===== src/rtl/core/assert_macros.svh =====
// Assertion macros shared by the scheduler RTL
`ifndef ASSERT_MACROS_SVH
`define ASSERT_MACROS_SVH
`ifndef SYNTHESIS
// ante holds in a cycle -> cons holds in the same cycle
`define AEPS_ASSERT_IMPL(lbl, clk, rst, ante, cons) \
   lbl: assert property (@(posedge clk) disable iff (rst) (ante) |-> (cons)) \
      else $error("scheduler assertion failed");
// ante holds in a cycle -> cons holds in the next cycle
`define AEPS_ASSERT_NEXT(lbl, clk, rst, ante, cons) \
   lbl: assert property (@(posedge clk) disable iff (rst) (ante) |=> (cons)) \
      else $error("scheduler assertion failed");
`else
`define AEPS_ASSERT_IMPL(lbl, clk, rst, ante, cons)
`define AEPS_ASSERT_NEXT(lbl, clk, rst, ante, cons)
`endif
`endif


===== src/rtl/core/aeps_pkg.sv =====
// Package: field widths, operation and status codes, control structs
package aeps_pkg;

   localparam int OP_W    = 3;
   localparam int TID_W   = 6;
   localparam int CRED_W  = 4;
   localparam int STAT_W  = 2;

   localparam int PRIORITY_LEVELS_DEF = 8;
   localparam int MAX_THREADS_DEF     = 64;

   localparam logic [OP_W-1:0] OP_INSERT_READY   = 3'd0;
   localparam logic [OP_W-1:0] OP_INSERT_EXPIRED = 3'd1;
   localparam logic [OP_W-1:0] OP_DISPATCH       = 3'd2;
   localparam logic [OP_W-1:0] OP_PEEK           = 3'd3;
   localparam logic [OP_W-1:0] OP_QUERY          = 3'd4;

   localparam logic [STAT_W-1:0] STAT_OK        = 2'd0;
   localparam logic [STAT_W-1:0] STAT_EMPTY     = 2'd1;
   localparam logic [STAT_W-1:0] STAT_BAD_PRIO  = 2'd2;
   localparam logic [STAT_W-1:0] STAT_DUPLICATE = 2'd3;

   // controller -> datapath
   typedef struct packed {
      logic capture;   // latch request fields, start memory read
      logic execute;   // apply the operation, load the result register
   } ctl_cmd_type;

   // datapath -> controller
   typedef struct packed {
      logic out_free;  // result register can take a new item this cycle
   } dp_stat_type;

endpackage


===== src/rtl/core/active_expired_priority_scheduler.sv =====
// Result item: loaded by execute, which follows capture and waits while a result is stalled.
// Items are taken one at a time: capture + memory read, then execute + result load.
// The link/credit memory read in capture has registered data, so execute is a separate step.
// Reset (sync, high): all queues empty, bank 0 active, no thread queued, no result pending.
// Link and credit memories are not cleared; only entries of queued threads are used.
module active_expired_priority_scheduler #(
   parameter int PRIORITY_LEVELS = aeps_pkg::PRIORITY_LEVELS_DEF,
   parameter int MAX_THREADS     = aeps_pkg::MAX_THREADS_DEF
) (
   input  logic                          clock,
   input  logic                          reset,
   // request channel
   input  logic                          req_valid,
   output logic                          req_stall,
   input  logic [aeps_pkg::OP_W-1:0]     req_operation,
   input  logic [aeps_pkg::TID_W-1:0]    req_tid,
   input  logic [aeps_pkg::CRED_W-1:0]   req_credit_now,
   input  logic [aeps_pkg::CRED_W-1:0]   req_credit_create,
   // result channel
   output logic                          rsp_valid,
   input  logic                          rsp_stall,
   output logic [aeps_pkg::STAT_W-1:0]   rsp_status,
   output logic [aeps_pkg::TID_W-1:0]    rsp_out_tid,
   output logic [aeps_pkg::CRED_W-1:0]   rsp_out_credit,
   output logic                          rsp_nothing_ready
);

   // The controller takes one item at a time: capture in idle, execute once the
   // result register is free. The result register decouples the two channels,
   // so a new item is taken while the previous result still waits; execute then
   // holds until that result leaves.
   //
   // Queues are linked lists: head/tail per (bank, level) in flops, next-pointers
   // and per-thread credits in RAMs. Dispatch/peek read the head thread's link and
   // credit during capture; a dispatch's bank swap for an all-empty active bank happens
   // there too, so execute sees the swapped bank.

   aeps_pkg::ctl_cmd_type cmd;
   aeps_pkg::dp_stat_type stat;

   aeps_ctrl u_ctrl (
      .clock     (clock),
      .reset     (reset),
      .req_valid (req_valid),
      .req_stall (req_stall),
      .stat      (stat),
      .cmd       (cmd)
   );

   aeps_dp #(
      .PRIORITY_LEVELS (PRIORITY_LEVELS),
      .MAX_THREADS     (MAX_THREADS)
   ) u_dp (
      .clock             (clock),
      .reset             (reset),
      .cmd               (cmd),
      .stat              (stat),
      .req_operation     (req_operation),
      .req_tid           (req_tid),
      .req_credit_now    (req_credit_now),
      .req_credit_create (req_credit_create),
      .rsp_valid         (rsp_valid),
      .rsp_stall         (rsp_stall),
      .rsp_status        (rsp_status),
      .rsp_out_tid       (rsp_out_tid),
      .rsp_out_credit    (rsp_out_credit),
      .rsp_nothing_ready (rsp_nothing_ready)
   );

endmodule


===== src/rtl/core/aeps_ram.sv =====
// Generic single-write, single-read RAM with registered read data
module aeps_ram #(
   parameter int WIDTH = 8,
   parameter int DEPTH = 64
) (
   input  logic                                   clock,
   input  logic                                   wr_en,
   input  logic [((DEPTH > 1) ? $clog2(DEPTH) : 1)-1:0] wr_addr,
   input  logic [WIDTH-1:0]                       wr_data,
   input  logic                                   rd_en,
   input  logic [((DEPTH > 1) ? $clog2(DEPTH) : 1)-1:0] rd_addr,
   output logic [WIDTH-1:0]                       rd_data
);

   logic [WIDTH-1:0] mem_ff [DEPTH];
   logic [WIDTH-1:0] rd_data_ff;

   always_ff @(posedge clock) begin
      if (wr_en) begin
         mem_ff[wr_addr] <= wr_data;
      end
      if (rd_en) begin
         rd_data_ff <= mem_ff[rd_addr];
      end
   end

   assign rd_data = rd_data_ff;

endmodule


===== src/rtl/core/aeps_ctrl.sv =====
// Controller: sequences request capture and execution of one item
module aeps_ctrl (
   input  logic                     clock,
   input  logic                     reset,
   input  logic                     req_valid,
   output logic                     req_stall,
   input  aeps_pkg::dp_stat_type    stat,
   output aeps_pkg::ctl_cmd_type    cmd
);

   typedef enum logic [1:0] {
      S_IDLE = 2'b01,
      S_EXEC = 2'b10
   } state_type;

   state_type state_ff;
   state_type state_in;

   always_comb begin
      state_in = state_ff;
      cmd      = '0;
      unique case (state_ff)
         S_IDLE: begin
            if (req_valid) begin
               cmd.capture = 1'b1;
               state_in    = S_EXEC;
            end
         end
         S_EXEC: begin
            // wait for a free result slot before touching state
            if (stat.out_free) begin
               cmd.execute = 1'b1;
               state_in    = S_IDLE;
            end
         end
         default: begin
            state_in = S_IDLE;
         end
      endcase
   end

   assign req_stall = (state_ff != S_IDLE);

   always_ff @(posedge clock) begin
      if (reset) begin
         state_ff <= S_IDLE;
      end else begin
         state_ff <= state_in;
      end
   end

endmodule


===== src/rtl/core/aeps_dp.sv =====
// Datapath: queue heads/tails, bank and map registers, link and credit memories
`include "assert_macros.svh"
module aeps_dp #(
   parameter int PRIORITY_LEVELS = aeps_pkg::PRIORITY_LEVELS_DEF,
   parameter int MAX_THREADS     = aeps_pkg::MAX_THREADS_DEF
) (
   input  logic                          clock,
   input  logic                          reset,
   input  aeps_pkg::ctl_cmd_type         cmd,
   output aeps_pkg::dp_stat_type         stat,
   input  logic [aeps_pkg::OP_W-1:0]     req_operation,
   input  logic [aeps_pkg::TID_W-1:0]    req_tid,
   input  logic [aeps_pkg::CRED_W-1:0]   req_credit_now,
   input  logic [aeps_pkg::CRED_W-1:0]   req_credit_create,
   output logic                          rsp_valid,
   input  logic                          rsp_stall,
   output logic [aeps_pkg::STAT_W-1:0]   rsp_status,
   output logic [aeps_pkg::TID_W-1:0]    rsp_out_tid,
   output logic [aeps_pkg::CRED_W-1:0]   rsp_out_credit,
   output logic                          rsp_nothing_ready
);

   localparam int LW  = (PRIORITY_LEVELS > 1) ? $clog2(PRIORITY_LEVELS) : 1;
   localparam int TAW = (MAX_THREADS > 1) ? $clog2(MAX_THREADS) : 1;

   // captured request
   logic [aeps_pkg::OP_W-1:0]   op_ff;
   logic [aeps_pkg::TID_W-1:0]  tid_ff;
   logic [aeps_pkg::CRED_W-1:0] cnow_ff;
   logic [aeps_pkg::CRED_W-1:0] ccre_ff;
   logic                        sel_bank_ff;
   logic [LW-1:0]               sel_lvl_ff;
   logic                        found_ff;

   // scheduler state
   logic                        bank_ff, bank_in;
   logic [PRIORITY_LEVELS-1:0]  ne_ff [2];
   logic [PRIORITY_LEVELS-1:0]  ne_in [2];
   logic [MAX_THREADS-1:0]      queued_ff, queued_in;
   logic [TAW-1:0]              head_ff [2][PRIORITY_LEVELS];
   logic [TAW-1:0]              head_in [2][PRIORITY_LEVELS];
   logic [TAW-1:0]              tail_ff [2][PRIORITY_LEVELS];
   logic [TAW-1:0]              tail_in [2][PRIORITY_LEVELS];

   // result register
   logic                        rsp_valid_ff, rsp_valid_in;
   logic [aeps_pkg::STAT_W-1:0] rsp_status_ff, rsp_status_in;
   logic [aeps_pkg::TID_W-1:0]  rsp_tid_ff, rsp_tid_in;
   logic [aeps_pkg::CRED_W-1:0] rsp_cred_ff, rsp_cred_in;
   logic                        rsp_nr_ff, rsp_nr_in;

   // top-level search
   logic                        bank_oth;
   logic [LW-1:0]               lvl_act, lvl_oth;
   logic                        found_act, found_oth;
   logic                        is_dispatch, use_other;
   logic                        sel_bank;
   logic [LW-1:0]               sel_lvl;
   logic                        found;

   // execute-side decode
   logic [TAW-1:0]              tid_addr;
   logic                        now_ok, create_ok, tid_ok;
   logic                        is_insert, bad_prio, dup, ins_ok, to_active;
   logic                        ins_bank;
   logic [LW-1:0]               ins_lvl;
   logic [aeps_pkg::CRED_W-1:0] cred_wr;
   logic [TAW-1:0]              pop_tid;
   logic                        pop;
   logic                        link_wr_en;

   // memories
   logic [TAW-1:0]              link_rd;
   logic [aeps_pkg::CRED_W-1:0] cred_rd;
   logic [TAW-1:0]              rd_addr;

   // checks
   logic                        all_queues_empty;
   logic                        no_thread_queued;

   assign bank_oth = ~bank_ff;

   // highest nonempty level of each bank
   always_comb begin
      lvl_act   = '0;
      lvl_oth   = '0;
      found_act = 1'b0;
      found_oth = 1'b0;
      for (int i = 0; i < PRIORITY_LEVELS; i++) begin
         if (ne_ff[bank_ff][i]) begin
            lvl_act   = LW'(i);
            found_act = 1'b1;
         end
         if (ne_ff[bank_oth][i]) begin
            lvl_oth   = LW'(i);
            found_oth = 1'b1;
         end
      end
   end

   // dispatch falls over to the other bank when the active one is empty
   assign is_dispatch = (req_operation == aeps_pkg::OP_DISPATCH);
   assign use_other   = is_dispatch && !found_act;
   assign sel_bank    = use_other ? bank_oth : bank_ff;
   assign sel_lvl     = use_other ? lvl_oth : lvl_act;
   assign found       = use_other ? found_oth : found_act;
   assign rd_addr     = head_ff[sel_bank][sel_lvl];

   always_ff @(posedge clock) begin
      if (cmd.capture) begin
         op_ff       <= req_operation;
         tid_ff      <= req_tid;
         cnow_ff     <= req_credit_now;
         ccre_ff     <= req_credit_create;
         sel_bank_ff <= sel_bank;
         sel_lvl_ff  <= sel_lvl;
         found_ff    <= found;
      end
   end

   // request checks
   assign tid_addr  = TAW'(tid_ff);
   assign now_ok    = (32'(cnow_ff) <= 32'(PRIORITY_LEVELS));
   assign create_ok = (ccre_ff != '0) && (32'(ccre_ff) <= 32'(PRIORITY_LEVELS));
   assign tid_ok    = (32'(tid_ff) < 32'(MAX_THREADS));
   assign is_insert = (op_ff == aeps_pkg::OP_INSERT_READY) ||
                      (op_ff == aeps_pkg::OP_INSERT_EXPIRED);
   assign bad_prio  = !now_ok || !tid_ok ||
                      (!create_ok && ((op_ff == aeps_pkg::OP_INSERT_EXPIRED) ||
                                      (cnow_ff == '0)));
   assign dup       = queued_ff[tid_addr];
   assign ins_ok    = cmd.execute && is_insert && !bad_prio && !dup;
   assign to_active = (op_ff == aeps_pkg::OP_INSERT_READY) && (cnow_ff != '0);
   assign ins_bank  = to_active ? bank_ff : bank_oth;
   assign ins_lvl   = to_active ? LW'(cnow_ff - 4'd1) : LW'(ccre_ff - 4'd1);
   // a ready insert with no credit left reloads from the creation credit
   assign cred_wr   = (op_ff == aeps_pkg::OP_INSERT_READY && cnow_ff == '0) ?
                      ccre_ff : cnow_ff;
   assign link_wr_en = ins_ok && ne_ff[ins_bank][ins_lvl];

   assign pop_tid = head_ff[sel_bank_ff][sel_lvl_ff];
   assign pop     = cmd.execute && (op_ff == aeps_pkg::OP_DISPATCH) && found_ff;

   aeps_ram #(
      .WIDTH (TAW),
      .DEPTH (MAX_THREADS)
   ) u_link_ram (
      .clock   (clock),
      .wr_en   (link_wr_en),
      .wr_addr (tail_ff[ins_bank][ins_lvl]),
      .wr_data (tid_addr),
      .rd_en   (cmd.capture),
      .rd_addr (rd_addr),
      .rd_data (link_rd)
   );

   aeps_ram #(
      .WIDTH (aeps_pkg::CRED_W),
      .DEPTH (MAX_THREADS)
   ) u_cred_ram (
      .clock   (clock),
      .wr_en   (ins_ok),
      .wr_addr (tid_addr),
      .wr_data (cred_wr),
      .rd_en   (cmd.capture),
      .rd_addr (rd_addr),
      .rd_data (cred_rd)
   );

   // state update
   always_comb begin
      bank_in   = bank_ff;
      ne_in     = ne_ff;
      queued_in = queued_ff;
      head_in   = head_ff;
      tail_in   = tail_ff;
      if (cmd.capture && is_dispatch && !found_act) begin
         bank_in = bank_oth;
      end
      if (ins_ok) begin
         if (!ne_ff[ins_bank][ins_lvl]) begin
            head_in[ins_bank][ins_lvl] = tid_addr;
         end
         tail_in[ins_bank][ins_lvl]  = tid_addr;
         ne_in[ins_bank][ins_lvl]    = 1'b1;
         queued_in[tid_addr]         = 1'b1;
      end
      if (pop) begin
         if (pop_tid == tail_ff[sel_bank_ff][sel_lvl_ff]) begin
            ne_in[sel_bank_ff][sel_lvl_ff] = 1'b0;
         end else begin
            head_in[sel_bank_ff][sel_lvl_ff] = link_rd;
         end
         queued_in[pop_tid] = 1'b0;
      end
   end

   // result
   assign stat.out_free = !rsp_valid_ff || !rsp_stall;

   always_comb begin
      rsp_status_in = aeps_pkg::STAT_EMPTY;
      rsp_tid_in    = '0;
      rsp_cred_in   = '0;
      if (is_insert) begin
         if (bad_prio) begin
            rsp_status_in = aeps_pkg::STAT_BAD_PRIO;
         end else if (dup) begin
            rsp_status_in = aeps_pkg::STAT_DUPLICATE;
         end else begin
            rsp_status_in = aeps_pkg::STAT_OK;
         end
      end else if ((op_ff == aeps_pkg::OP_DISPATCH || op_ff == aeps_pkg::OP_PEEK) &&
                   found_ff) begin
         rsp_status_in = aeps_pkg::STAT_OK;
         rsp_tid_in    = aeps_pkg::TID_W'(pop_tid);
         rsp_cred_in   = cred_rd;
      end else if (op_ff == aeps_pkg::OP_QUERY && tid_ok && dup) begin
         rsp_status_in = aeps_pkg::STAT_OK;
      end
      rsp_nr_in = (ne_in[0] == '0) && (ne_in[1] == '0);
   end

   always_comb begin
      rsp_valid_in = rsp_valid_ff;
      if (cmd.execute) begin
         rsp_valid_in = 1'b1;
      end else if (!rsp_stall) begin
         rsp_valid_in = 1'b0;
      end
   end

   always_ff @(posedge clock) begin
      if (reset) begin
         bank_ff      <= 1'b0;
         ne_ff        <= '{default: '0};
         queued_ff    <= '0;
         rsp_valid_ff <= 1'b0;
      end else begin
         bank_ff      <= bank_in;
         ne_ff        <= ne_in;
         queued_ff    <= queued_in;
         rsp_valid_ff <= rsp_valid_in;
      end
   end

   always_ff @(posedge clock) begin
      head_ff <= head_in;
      tail_ff <= tail_in;
      if (cmd.execute) begin
         rsp_status_ff <= rsp_status_in;
         rsp_tid_ff    <= rsp_tid_in;
         rsp_cred_ff   <= rsp_cred_in;
         rsp_nr_ff     <= rsp_nr_in;
      end
   end

   assign rsp_valid         = rsp_valid_ff;
   assign rsp_status        = rsp_status_ff;
   assign rsp_out_tid       = rsp_tid_ff;
   assign rsp_out_credit    = rsp_cred_ff;
   assign rsp_nothing_ready = rsp_nr_ff;

   assign all_queues_empty = (ne_ff[0] == '0) && (ne_ff[1] == '0);
   assign no_thread_queued = (queued_ff == '0);

   // all queues empty exactly when no thread is marked queued
   `AEPS_ASSERT_IMPL(a_map_matches_queues, clock, reset, 1'b1, all_queues_empty == no_thread_queued)
   // a popped head is always a queued thread
   `AEPS_ASSERT_IMPL(a_pop_is_queued, clock, reset, pop, queued_ff[pop_tid])
   // an insert never lands on a thread already queued
   `AEPS_ASSERT_IMPL(a_insert_fresh, clock, reset, ins_ok, !queued_ff[tid_addr])
   // every executed item leaves a result behind
   `AEPS_ASSERT_NEXT(a_exec_result, clock, reset, cmd.execute, rsp_valid_ff)

endmodule


===== config.mk =====
export PLATFORM = sky130hd
export DESIGN_NAME = active_expired_priority_scheduler
export DESIGN_NICKNAME = d
export VERILOG_FILES = /design/src/rtl/core/aeps_pkg.sv /design/src/rtl/core/active_expired_priority_scheduler.sv /design/src/rtl/core/aeps_ram.sv /design/src/rtl/core/aeps_ctrl.sv /design/src/rtl/core/aeps_dp.sv
export VERILOG_INCLUDE_DIRS = /design/src /design/src/rtl/core
export SDC_FILE = /design/constraint.sdc
export NUM_CORES = 2
export LEC_CHECK = 0
export ABC_AREA = 1
export BUFFER_PORTS_ARGS = -buffer_cell sky130_fd_sc_hd__buf_2
export CORE_AREA = 4 4 366 368
export DETAILED_ROUTE_END_ITERATION = 8
export DIE_AREA = 0 0 370 372
export PLACE_DENSITY_LB_ADDON = 0.15
export SETUP_SLACK_MARGIN = 0.5
export SYNTH_ARGS = -nofsm -noshare
export SYNTH_HDL_FRONTEND = slang
export SYNTH_SLANG_ARGS = --single-unit

===== constraint.sdc =====
create_clock -name clock -period 5.33 [get_ports clock]
set_input_delay 0.2665 -clock clock [delete_from_list [all_inputs] [get_ports clock]]
set_output_delay 0.2665 -clock clock [all_outputs]
set_load 0.02 [all_outputs]

Yosys cells after proc, flatten, opt, wreduce, memory -nomap -nowiden --
Memory sizes are Yosys's and may differ from the RTL's. A register that Yosys moved wholly into a read port is not among the register bits. Index checks and enable logic that the tools add are counted. W data, S select, Z words.
Storage, ports and cells: memories 2, word-level logic and storage cells 270, memory bits (writable) 640, bits in registers 311, input bits 21
Operators by class: bitwise logic cells 16, reductions and logical operators 44, equal/unequal tests 12, mux-type cells 123, $lt $le $gt $ge 22, add/sub/neg operators 2
Memory list:
- u_dp.u_link_ram.mem_ff | depth 64, width 6, read ports 1, clocked after memory_dff 1, wr ports 1, line aeps_ram.sv:15 | logic [WIDTH-1:0] mem_ff [DEPTH];
- u_dp.u_cred_ram.mem_ff | depth 64, width 4, read ports 1, clocked after memory_dff 1, wr ports 1, line aeps_ram.sv:15
Operator list (count):
- $mux W48 | 14
- $mux W96 | 4
- $bwmux W96 | 3
- $mux W64 | 2
- $demux W48 S1 | 2
- $mux W8 | 11
- $bmux W6 S3 | 4
- $and A64 B64 Y64 | 1
- $not A64 Y64 | 1
- $or A64 B64 Y64 | 1
- $mux W6 | 10
- $mux W16 | 3
- $mux W1 | 38
- $demux W6 S3 | 2
- $mux W3 | 10
- $logic_and A1 B1 Y1 | 24
- $mux W2 | 10
- $and A16 B16 Y16 | 1
- $demux W8 S1 | 2
- $logic_not A8 Y1 | 2
- $not A16 Y16 | 1
- $or A16 B16 Y16 | 1
- $lt A6 B7 Y1 const B | 2
- $demux W1 S6 | 2
- 32 further kinds | 68

Longest topological paths before layout --
depth after elaboration 22, gate-level depth with buffers 27, gate-level depth less buffers 23

By module --
Synthesis repeated with hierarchy kept, for this count alone.
Unflattened totals: cells, all modules 4969, area total of the unflattened synthesis 45153.3 µm²
By module, submodules not included:
- aeps_dp | cells an instance 2625, seq. area each 7497.2 µm², area an instance 18124.9 µm², instances 1
- aeps_ram (u_dp.u_link_ram) | cells an instance 1376, seq. area each 11711.2 µm², area an instance 15990.3 µm², instances 1
- aeps_ram (u_dp.u_cred_ram) | cells an instance 954, seq. area each 7807.5 µm², area an instance 10939.2 µm², instances 1
- aeps_ctrl | cells an instance 14, seq. area each 40.0 µm², area an instance 98.8 µm², instances 1

Worst setup path after synthesis --
OpenSTA, ideal clock, no wires.
kind register to register, start register u_dp.op_ff[1] (netlist name), end memory u_dp.u_cred_ram.mem_ff[0][2] (netlist name), data pin, stages on the path, launching flop included 6, arrival 3.417 ns, setup slack 1.211 ns, cell sequence edfxtp_1 > nor2_1 > inv_1 > nor2_1 > nand2_1 > o21ai_0
On the way: word-level cells in the longest chain between the ends 3
Ends and longest elaborated chain:
- from (decl) | line aeps_dp.sv:27 | logic [aeps_pkg::OP_W-1:0] op_ff;
- from (signal assigned) | line aeps_dp.sv:111 | op_ff <= req_operation;
- $logic_not A3 Y1 | line aeps_dp.sv:137 | assign cred_wr = (op_ff == aeps_pkg::OP_INSERT_READY && cnow_ff == '0) ?
- $logic_and A1 B1 Y1 | line aeps_dp.sv:137
- $mux W4 | line aeps_dp.sv:137
- named net u_dp.cred_wr (one bit) | line aeps_dp.sv:67 | logic [aeps_pkg::CRED_W-1:0] cred_wr;
- to (decl) | line aeps_ram.sv:15
The timed path passes the listed nets, and every way through them passes these cells.

Worst setup path in the final report --
start register u_dp.tid_ff (netlist bit u_dp.tid_addr[0]), end memory u_dp.u_link_ram.mem_ff[17][2] (netlist name), enable pin
On the way: word-level cells in the longest chain between the ends 7
Ends and longest elaborated chain:
- from (decl) | line aeps_dp.sv:28 | logic [aeps_pkg::TID_W-1:0] tid_ff;
- from (signal assigned) | line aeps_dp.sv:112 | tid_ff <= req_tid;
- $bmux W1 S6 | line aeps_dp.sv:131 | assign dup = queued_ff[tid_addr];
- $mux W1 (implied by the code) | line aeps_dp.sv:131
- $logic_not A1 Y1 | line aeps_dp.sv:132 | assign ins_ok = cmd.execute && is_insert && !bad_prio && !dup;
- $logic_and A1 B1 Y1 | line aeps_dp.sv:132
- $logic_and A1 B1 Y1 | line aeps_dp.sv:139 | assign link_wr_en = ins_ok && ne_ff[ins_bank][ins_lvl];
- $mux W1 | line aeps_ram.sv:19 | if (wr_en) begin
- $mux W1 (implied by the code) | line aeps_ram.sv:20 | mem_ff[wr_addr] <= wr_data;
- to (decl) | line aeps_ram.sv:15
Every way passes these cells. The select of a mux whose other input is x is not followed.

==> reports/metrics.yaml <==
status: "completed"
cts_tree: "yes"
die-area_um2: 137600
finalHoldViolCount: 0
p_sw_share_pct: 29.40
grt_pass1_vias: 33630
leakage_nw: 18.96
final_area_um2: 51370
rsz0062_at_grt: "yes"
cts_buffer_depth: 3
synthArstFlopShare_pct: 0
remaining_drc_errors: 0
min_path_type: "primary input to register"
hpwl_um: 93610
whs_ns: 0.05588
slowest_delay_ns: 0.56
drv_cap: 0
syn_avg_cell_area_um2: 9.483
power_density_nw_per_um2: 363.3
tightest_slew_ns: 1.114
power_frac_comb_pct: 16.4
synth-edff-count: 781
fin_crit_sh_pct: 89.80
slew_violations: 0
antenna_found_initial: 1
p_switching_w: 0.005486
peakVddDrop_v: 0.0002501
crit_type: "register to register"
setup_ws_ns: 0.5438
grt_pass1_wl_um: 224200
dpl_worst_slack_ns: 0.09922
end_kind: "register"
dieHeight_um: 372
ys_warn_count: 0
period_minus_slack_ns: 4.786
fin_skew_ns: 0.04085
wl_per_cell_um: 22.80
synth_top_area_share_pct: 51.53
cp_slowest_cell: "nor2_2"
ant_nets: 0
yosysSeqAreaShare_pct: 59.45
gp_congestion: 0.9115
seqPwrFrac_pct: 44.3
setup_tns_ns: 0
drive_gt1_share_pct: 8.241
crit_chain: "inv_1, nand3_2, buf_4, inv_2, nand2_1, nand2_1, o41ai_1, nand2_1, nor2_1, nand2_1, nor2_1, inv_1, nor2_2, nand3_1, nor2_2"
post_synth_num_cell_types: 51
core-area_um2: 130800
clock-sinks: 961
syn_area_um2: 45510
start_util_pct: 34.79
ios: 36
setup_viol: 0
numCtsBuffers: 109
clockPowerShare_pct: 39.3
vias_per_cell: 5.281
crit_family: "simple AND/OR/NAND/NOR gates"
crit_fanout: 10
numPortBuffers: 35
synthCells: 4799
nets: 4819
synth_seq_cells: 961
insertion_delay_ns: 0.73
fp-row-count: 133
p_int_w: 0.01318
htree_levels: 3
required_ns: 5.70
syn-num-nets: 4821
drt-pass1-iter-count: 5
gr-total-overflow: 0
ys.flop_type: "edfxtp_1"
wl_um: 151500
arrival_ns: 5.16
area_delta_synth_final_pct: 12.88
crit_path_start_kind: "register"
cts.clk_slew.worst_paths_ns: 0.06
vias: 35090
slew_headroom_pct: 25.68
placed_area_um2: 47630
crit_top_cell: "nand2_1"
ctsRootBufferMaster: "clkbuf_16"
track_usage_pct: 21.63
die_w_um: 370
crit_buf_inv: 4
diodes: 0
synth_top_area_cell: "edfxtp_1"
grt_max_degree: 160
fmax_mhz: 208.9
drt_iter0_drc: 3448
synthTopCellsByArea: "edfxtp_1 52%, dfxtp_1 7.9%, nand3_1 7.7%, nand2_1 6.5%, inv_1 4.3%"
==> worst reg2reg max path: stages, from the launching register on <==
cell      delay, ns
edfxtp_1       0.52
inv_1          0.17
nand3_2        0.09
buf_4          0.23
inv_2          0.16
nand2_1        0.11
nand2_1        0.05
o41ai_1        0.52
nand2_1        0.09
nor2_1         0.14
nand2_1        0.29
nor2_1         0.43
inv_1          0.21
nor2_2         0.32
nand3_1        0.55
nor2_2         0.56
==> cell families after synthesis <==
| family | Yosys count | share of synthesized area (%) |
|---|---|---|
| mux | 1 | 0.02200 |
| fa+ha+maj | 1 | 0.02749 |
| flops | 961 | 59.45 |
| simple gates | 2270 | 23.28 |
| xor+xnor | 7 | 0.1347 |
| compound gates | 734 | 9.260 |
| buf+inv | 825 | 7.825 |
==> layout by cell type (no fill, tap or decap), types with 26 or more instances in the layout <==
master       n
nand3_1    702
a21oi_1    154
edfxtp_1   781
dfxtp_1    179
buf_4      104
clkinv_1    26
nand2_1    785
o211ai_1    38
clkbuf_16  111
o22ai_1    123
nand3b_1   261
nor3_1      26
o21a_1      58
buf_2       35
inv_1      522
o21ai_0    306
clkbuf_1    29
nor2_2      39
nor2_1     404
==> state kept, by name, indices dropped and copies added, names as in the netlist, 2 cells and up <==
register                 flops
u_ctrl.state_ff              2
u_dp.ccre_ff                 4
u_dp.cnow_ff                 4
u_dp.head_ff                96
u_dp.ne_ff                  16
u_dp.op_ff                   3
u_dp.queued_ff              64
u_dp.rsp_out_credit          4
u_dp.rsp_out_tid             6
u_dp.rsp_status              2
u_dp.sel_lvl_ff              3
u_dp.tail_ff                96
u_dp.tid_addr                6
u_dp.u_cred_ram.mem_ff     256
u_dp.u_cred_ram.rd_data      4
u_dp.u_link_ram.mem_ff     384
u_dp.u_link_ram.rd_data      6
==> area by class of cell <==
type,count,area [um^2]
Clock inverter,59,467.9
Fill cell,13180,79430
Multi-Input combinational cell,3013,15110
Clock buffer,145,2955
Timing Repair Buffer,180,1579
Sequential cell,961,27060
Inverter,532,1998
Tap cell,1755,2196
==> repair_timing <==
action	4_1_cts	5_1_grt
endpoints found under the setup margin	41	235
hold endpoints to repair	20	0
hold buffers	18	0
buffers inserted	0	1
gates resized for setup	8	38
pin swaps	0	0
==> cells in the mapped netlist (26+ instances only) <==
cell type	number
a21oi_1	154
buf_2	158
buf_4	41
clkbuf_1	70
dfxtp_1	180
edfxtp_1	781
inv_1	523
nand2_1	789
nand3_1	703
nand3b_1	261
nor2_1	436
nor3_1	26
o211ai_1	38
o21a_1	58
o21ai_0	307
o22ai_1	123
==> per-layer routing <==
metal / track usage (%) / wire length (um) / share of wire (%) / vias to the layer above
met2: 35.06 / 70150 / 46 / 1155
met5: 0 / 0 / 0 / -
met3: 3.209 / 8749 / 5.8 / 251
met4: 7.794 / 5805 / 3.8 / 0
met1: 29.52 / 66780 / 44 / 17130
li1: - / - / - / 16560
==> power by group through the flow <==
stage	Combinational [W]	Clock, W	Sequential [W]
after floorplan	0.00186	0	0.00841
after global placement	0.00304	0	0.00843
after detailed placement	0.00304	0	0.00842
after CTS	0.00305	0.00749	0.00827
after global routing	0.00331	0.00781	0.00827
final	0.00307	0.00733	0.00827
==> through the flow <==
stage | total power (W) | cells | util [%]
after floorplan | 0.01028 | 4799 | -
after global placement | 0.01147 | 6422 | 36.41
after detailed placement | 0.01146 | 6422 | 36.41
after CTS | 0.01881 | 6644 | 39.18
after global routing | 0.01939 | 6645 | 39.27
final | 0.01866 | 6645 | 39.27
==> worst paths after layout <==
check / startpoint / end / slack (ns) / cells past startpoint
hold reg to reg: u_dp.queued_ff[12]$_SDFF_PP0_ / u_dp.queued_ff[12]$_SDFF_PP0_ / 0.47 / 1
setup reg to reg: u_dp.tid_addr[0]$_DFFE_PP_ / u_dp.u_link_ram.mem_ff[17][2]$_DFFE_PP_ / 0.54 / 15
hold / removal: req_valid / u_dp.bank_ff$_SDFFE_PP0P_ / 0.06 / 4
setup / recovery: u_dp.tid_addr[0]$_DFFE_PP_ / u_dp.u_link_ram.mem_ff[17][2]$_DFFE_PP_ / 0.54 / 15
Note: power is estimated with default switching activity, not from simulation.
